[config.mk]
export PLATFORM = sky130hd
export DESIGN_NAME = wbn_div
export DESIGN_NICKNAME = d
export VERILOG_FILES = /design/src/wbn_div.sv
export SDC_FILE = /design/constraint.sdc
export NUM_CORES = 1
export LEC_CHECK = 0
export ABC_AREA = 1
export BUFFER_PORTS_ARGS = -buffer_cell sky130_fd_sc_hd__buf_2
export CAP_MARGIN = 20
export CORE_ASPECT_RATIO = 0.5
export CORE_MARGIN = 2
export CORE_UTILIZATION = 50
export DETAILED_ROUTE_END_ITERATION = 10
export GPL_TIMING_DRIVEN = 0
export PLACE_DENSITY_LB_ADDON = 0.05
export SETUP_SLACK_MARGIN = 0.3
export SYNTH_ARGS = -nofsm -noshare
export SYNTH_HDL_FRONTEND = slang
export SYNTH_SLANG_ARGS = --single-unit
[constraint.sdc]
create_clock -name clk -period 2.6 [get_ports clk]
set_input_delay 0.39 -clock clk [delete_from_list [all_inputs] [get_ports clk]]
set_output_delay 0.39 -clock clk [all_outputs]
set_load 0.01 [all_outputs]
[src/wbn_div.sv]
module wbn_div #(
    parameter int NW = 48,
    parameter int DW = 24
) (
    input  logic          clk,
    input  logic          rst_n,
    input  logic          start,
    input  logic [NW-1:0] dividend,
    input  logic [DW-1:0] divisor,
    output logic          done,
    output logic [NW-1:0] quotient
);

    localparam int CNTW = $clog2(NW + 1);

    logic            busy_reg;
    logic            done_reg;
    logic [CNTW-1:0] cnt_reg;
    logic [DW-1:0]   rem_reg;
    logic [NW-1:0]   quo_reg;
    logic [DW-1:0]   dvs_reg;

    logic [DW:0]     rem_sh;
    logic            ge;
    logic [DW:0]     rem_sub;

    // restoring division, one quotient bit a cycle
    always_comb
    begin
        rem_sh  = {rem_reg, quo_reg[NW-1]};
        ge      = rem_sh >= {1'b0, dvs_reg};
        rem_sub = rem_sh - {1'b0, dvs_reg};
    end

    always_ff @(posedge clk or negedge rst_n)
    begin
        if (!rst_n)
        begin
            busy_reg <= 1'b0;
            done_reg <= 1'b0;
            cnt_reg  <= '0;
        end
        else
        begin
            done_reg <= 1'b0;
            if (start)
            begin
                busy_reg <= 1'b1;
                cnt_reg  <= CNTW'(NW);
            end
            else if (busy_reg)
            begin
                cnt_reg <= cnt_reg - CNTW'(1);
                if (cnt_reg == CNTW'(1))
                begin
                    busy_reg <= 1'b0;
                    done_reg <= 1'b1;
                end
            end
        end
    end

    always_ff @(posedge clk)
    begin
        if (start)
        begin
            quo_reg <= dividend;
            rem_reg <= '0;
            dvs_reg <= divisor;
        end
        else if (busy_reg)
        begin
            rem_reg <= ge ? rem_sub[DW-1:0] : rem_sh[DW-1:0];
            quo_reg <= {quo_reg[NW-2:0], ge};
        end
    end

    assign done     = done_reg;
    assign quotient = quo_reg;

endmodule

After elaboration in Yosys (flattened, before gate mapping)
Index checks and enable logic that the tools add are counted.

word-level totals
  register bits = 104
  logic and storage cells = 22
  input port bits = 75

cells by class
  reductions and logical operators = 1
  magnitude comparators = 1
  add/subtract/negate cells = 2
  muxes and demuxes = 11
  equal/unequal tests = 1

operator list
  operator                                           number
  2-to-1 mux 48 bit                                  2
  greater-or-equal comparator 25 x 24 -> 1 bit       1
  2-to-1 mux 24 bit                                  1
  subtractor 24 bit                                  1
  2-to-1 mux 6 bit                                   2
  == test 6 x 1 -> 1 bit (second input constant)     1
  2-to-1 mux 1 bit                                   6
  subtractor 6 x 1 -> 6 bit (second input constant)  1
  nonzero test 2 bit                                 1

Logic depth before layout (Yosys ltp)
  depth after elaboration = 4
  gate-level depth with buffers = 14
  gate-level depth less buffers = 14

Worst setup path after synthesis
Ideal clock, no wire load.

  path kind = input-to-reg
  from = input start
  to = register quo_reg[0] (netlist: quotient[0]), enable pin
  stages on the path = 4
  data arrival time = 2.348 ns
  path slack = -0.180 ns
  required time = 2.169 ns
  path buffers = 2
  library setup time = 0.431 ns
  cells stage by stage = clkbuf_1 nor2_1 inv_1 clkbuf_1

on the way
  word-level cells in the longest chain between the ends = 1

ends and longest elaborated chain
  item                                 RTL line  text
  start: declaration                   7         input logic start,
  nonzero test 2 bit (no source line)  -
  end signal: assignment               67        quo_reg <= dividend;
  end signal: assignment               74        quo_reg <= {quo_reg[NW-2:0], ge};
  end: declaration                     20        logic [NW-1:0] quo_reg;

Every way passes these cells.
A chain may end at the register's enable or synchronous reset.

Worst setup path after layout
  from = register dvs_reg[16]
  to = register rem_reg[22]

on the way
  word-level cells in the longest chain between the ends = 2
  elaborated cells between the ends (all ways) = 3
  classes of those cells = 1 x add/sub; 1 x order compare; 1 x mux

ends and longest elaborated chain
  item                                                                               RTL line  text
  start: declaration                                                                 21        logic [DW-1:0] dvs_reg;
  start signal: assignment                                                           69        dvs_reg <= divisor;
  subtractor 24 bit or greater-or-equal comparator 25 x 24 -> 1 bit (tied branches)  32, 31
  2-to-1 mux 24 bit (*)                                                              73        rem_reg <= ge ? rem_sub[DW-1:0] : rem_sh[DW-1:0];
  end signal: assignment                                                             73
  end: declaration                                                                   19        logic [DW-1:0] rem_reg;

Mark *: on every way between the ends. The rest lies on a longest branch, timed or not.

==> out/results.ini <==
[grt]
grt_pass1_wl_um=24100
grt_max_degree=32
track_usage_pct=23.33
overflow=0
grt_pass1_vias=5027
antenna_found_initial=0

[sta]
fmax_ghz=0.4619
finalClockSkew_ns=0.01107
fin_crit_ns=2.165
hold_viol=0
timing.final.crit_share_pct=83.27
tightest_slew_ns=0.6758
setup_viol=0
tns_ns=0
relSlewSlack_pct=54.95
rsz0062_at_grt=false
drv_slew=0

[clock_tree]
numCtsBuffers=9
clk_path_buf_depth=2
cts_tree=done
htree_levels=3
clock_latency_ns=0.36
clock-sinks=104
root_buffer=clkbuf_16
clk_pin_slew_ns=0.07

[run]
maxCapViolCount=0

[power]
peakVddDrop_mv=0.4436
power.density_mw_per_mm2=918.1
leakagePower_nw=3.937

[detailed_routing]
ant_nets=0
routed_wl_um=15330
vias=5537
vias_per_cell=4.904
wl_per_cell_um=13.58
route.detailed.drc=0
drtIter0Drc=416
dr.pass1.iters=5

[layout]
drive_above_1_share_pct=18.88
post_layout_nonfiller_instances=1129
n_antenna_cell=0
nets=1061
areaGrowthSynthToFinish_pct=19.25
largest_register_ffs=48
final_area_mm2=0.007356

[logic_synthesis]
syn_area_mm2=0.006168
synth-async-reset-ratio_pct=7.692
synth_cell_type_count=35
yosysSeqAreaShare_pct=46.09
syn_inst=822
syn_nets=924
synth-edff-count=72
synth-seq-cells=104
avgSynthCellArea_um2=7.504
synth_flop_cell=edfxtp_1
yosys_warnings=0

[worst_setup_path]
critPathArrivalTime_ns=2.41
crit_fanout=10
crit_type=reg2reg
critical_path_required_ns=2.85
end_kind=register
cp-start-kind=register

[placed_design]
hpwl_um=11310
dp_cells=1111
gp_congestion=0.9230
portBuffers=123
placed_cell_area_mm2=0.007012

[floorplanning]
core-area_mm2=0.01191
fp.dieH_um=82.54
rows=28
ios=124
dieArea_mm2=0.01330
start_util_pct=51.79
fp.dieW_um=161.1

[hold_path]
min_path_type=in2reg

[run_status]
status=finished clean

-- per-stage QoR --
step                      setup WS, ns  power, mW  hold WS, ns  util, %
after CTS                       0.3420      6.704       0.1969    61.38
after detailed placement       -0.4578      5.329       0.2458    58.87
after global routing            0.2617      7.278       0.1928    61.75
final                           0.4351      6.754       0.2055    61.75
after floorplan                 0.6290      4.576      0.09441        -
after global placement         -0.6684      5.280       0.2412    58.70
-- cell families after synthesis --
kind of cell,Yosys count,share of synthesized area [%]
compound gates,37,3.367
xor+xnor,11,1.562
fa+ha+maj,27,5.598
buf+inv,165,10.47
flops,104,46.09
simple gates,478,32.92
-- synthesized netlist by cell type (all sizes together), types with 2 or more instances --
master / instances / area [um2]
a21oi: 16 / 91.34
buf: 8 / 56.30
xnor2: 9 / 78.83
nand2: 347 / 1310
inv: 141 / 529.3
clkbuf: 15 / 56.30
o21bai: 2 / 15.01
a21o: 2 / 15.01
nand3: 59 / 342.8
nor2: 34 / 140.1
xor2: 2 / 17.52
ha: 26 / 325.3
dfrtp: 8 / 200.2
nand4: 30 / 187.7
o21ai: 16 / 80.07
nor3: 5 / 30.03
dfxtp: 24 / 480.5
edfxtp: 72 / 2162
-- area by class of cell --
type / count / area, um2
clock buffer: 10 / 229.0
timing repair buffer: 126 / 655.6
buffer: 23 / 122.6
clock inverter: 6 / 55.05
multi-input combinational: 553 / 2711
tap: 165 / 206.4
sequential: 104 / 2843
inverter: 142 / 533.0
fill: 1131 / 4556
-- worst max-delay path, cell delays in order (launching register included) --
cell and delay, ns:
edfxtp_1 0.33, inv_1 0.04, ha_1 0.33, nand2_1 0.15, inv_2 0.05, nand2_1 0.06, nand2_1 0.07, inv_1 0.06
nand2_1 0.12, a21oi_4 0.24, buf_2 0.29, nand4_1 0.14, nand3_1 0.12, nand2_1 0.06
-- cell usage in the layout, fill, tap and decap left out, drive strengths merged --
cell type and count:
a21o 2, a21oi 16, buf 131, clkbuf 27, clkinv 2, dfrtp 8
dfxtp 24, dlygate4sd3 1, edfxtp 72, fa 1, ha 26, inv 146
nand2 347, nand3 59, nand3b 1, nand4 30, nor2 34, nor3 5
nor4 1, o21ai 16, o21bai 2, o22ai 1, or2 1, xnor2 9
xor2 2
-- path summary, 6_finish.rpt --
path,start,to,depth (start not counted),slack [ns]
worst min-delay path,divisor[10],dvs_reg[10],1,0.21
worst max register to register,dvs_reg[16],rem_reg[22],13,0.44
worst min register to register,rem_reg[14],rem_reg[14],2,0.47
max in group asynchronous,rst_n,done,2,2.01
min in group asynchronous,rst_n,cnt_reg[4],2,0.41
worst max-delay path,dvs_reg[16],rem_reg[22],13,0.44
-- per-layer routing --
layer | up-vias | wire length [um] | global-route usage [%]
met5 | - | 0 | 0
met4 | 0 | 274 | 8.393
met3 | 25 | 1263 | 6.993
met2 | 171 | 6486 | 36.61
met1 | 2483 | 7302 | 31.06
li1 | 2858 | - | -
-- timing repair --
item / 4_1_cts / 5_1_grt
setup buffers: 0 / 1
setup endpoints to repair: 57 / 52
hold endpoints to repair: 8 / 0
resized for setup: 2 / 12
hold buffers: 1 / 0
-- report_power, final --
part / internal, mW / leakage [nW] / switching (mW)
clock: 0.674 / 0.140 / 0.678
combinational: 1.16 / 2.74 / 1.99
sequential: 2.08 / 1.05 / 0.176
total: 3.91 / 3.94 / 2.84
Power figures use the tool's default switching activity.
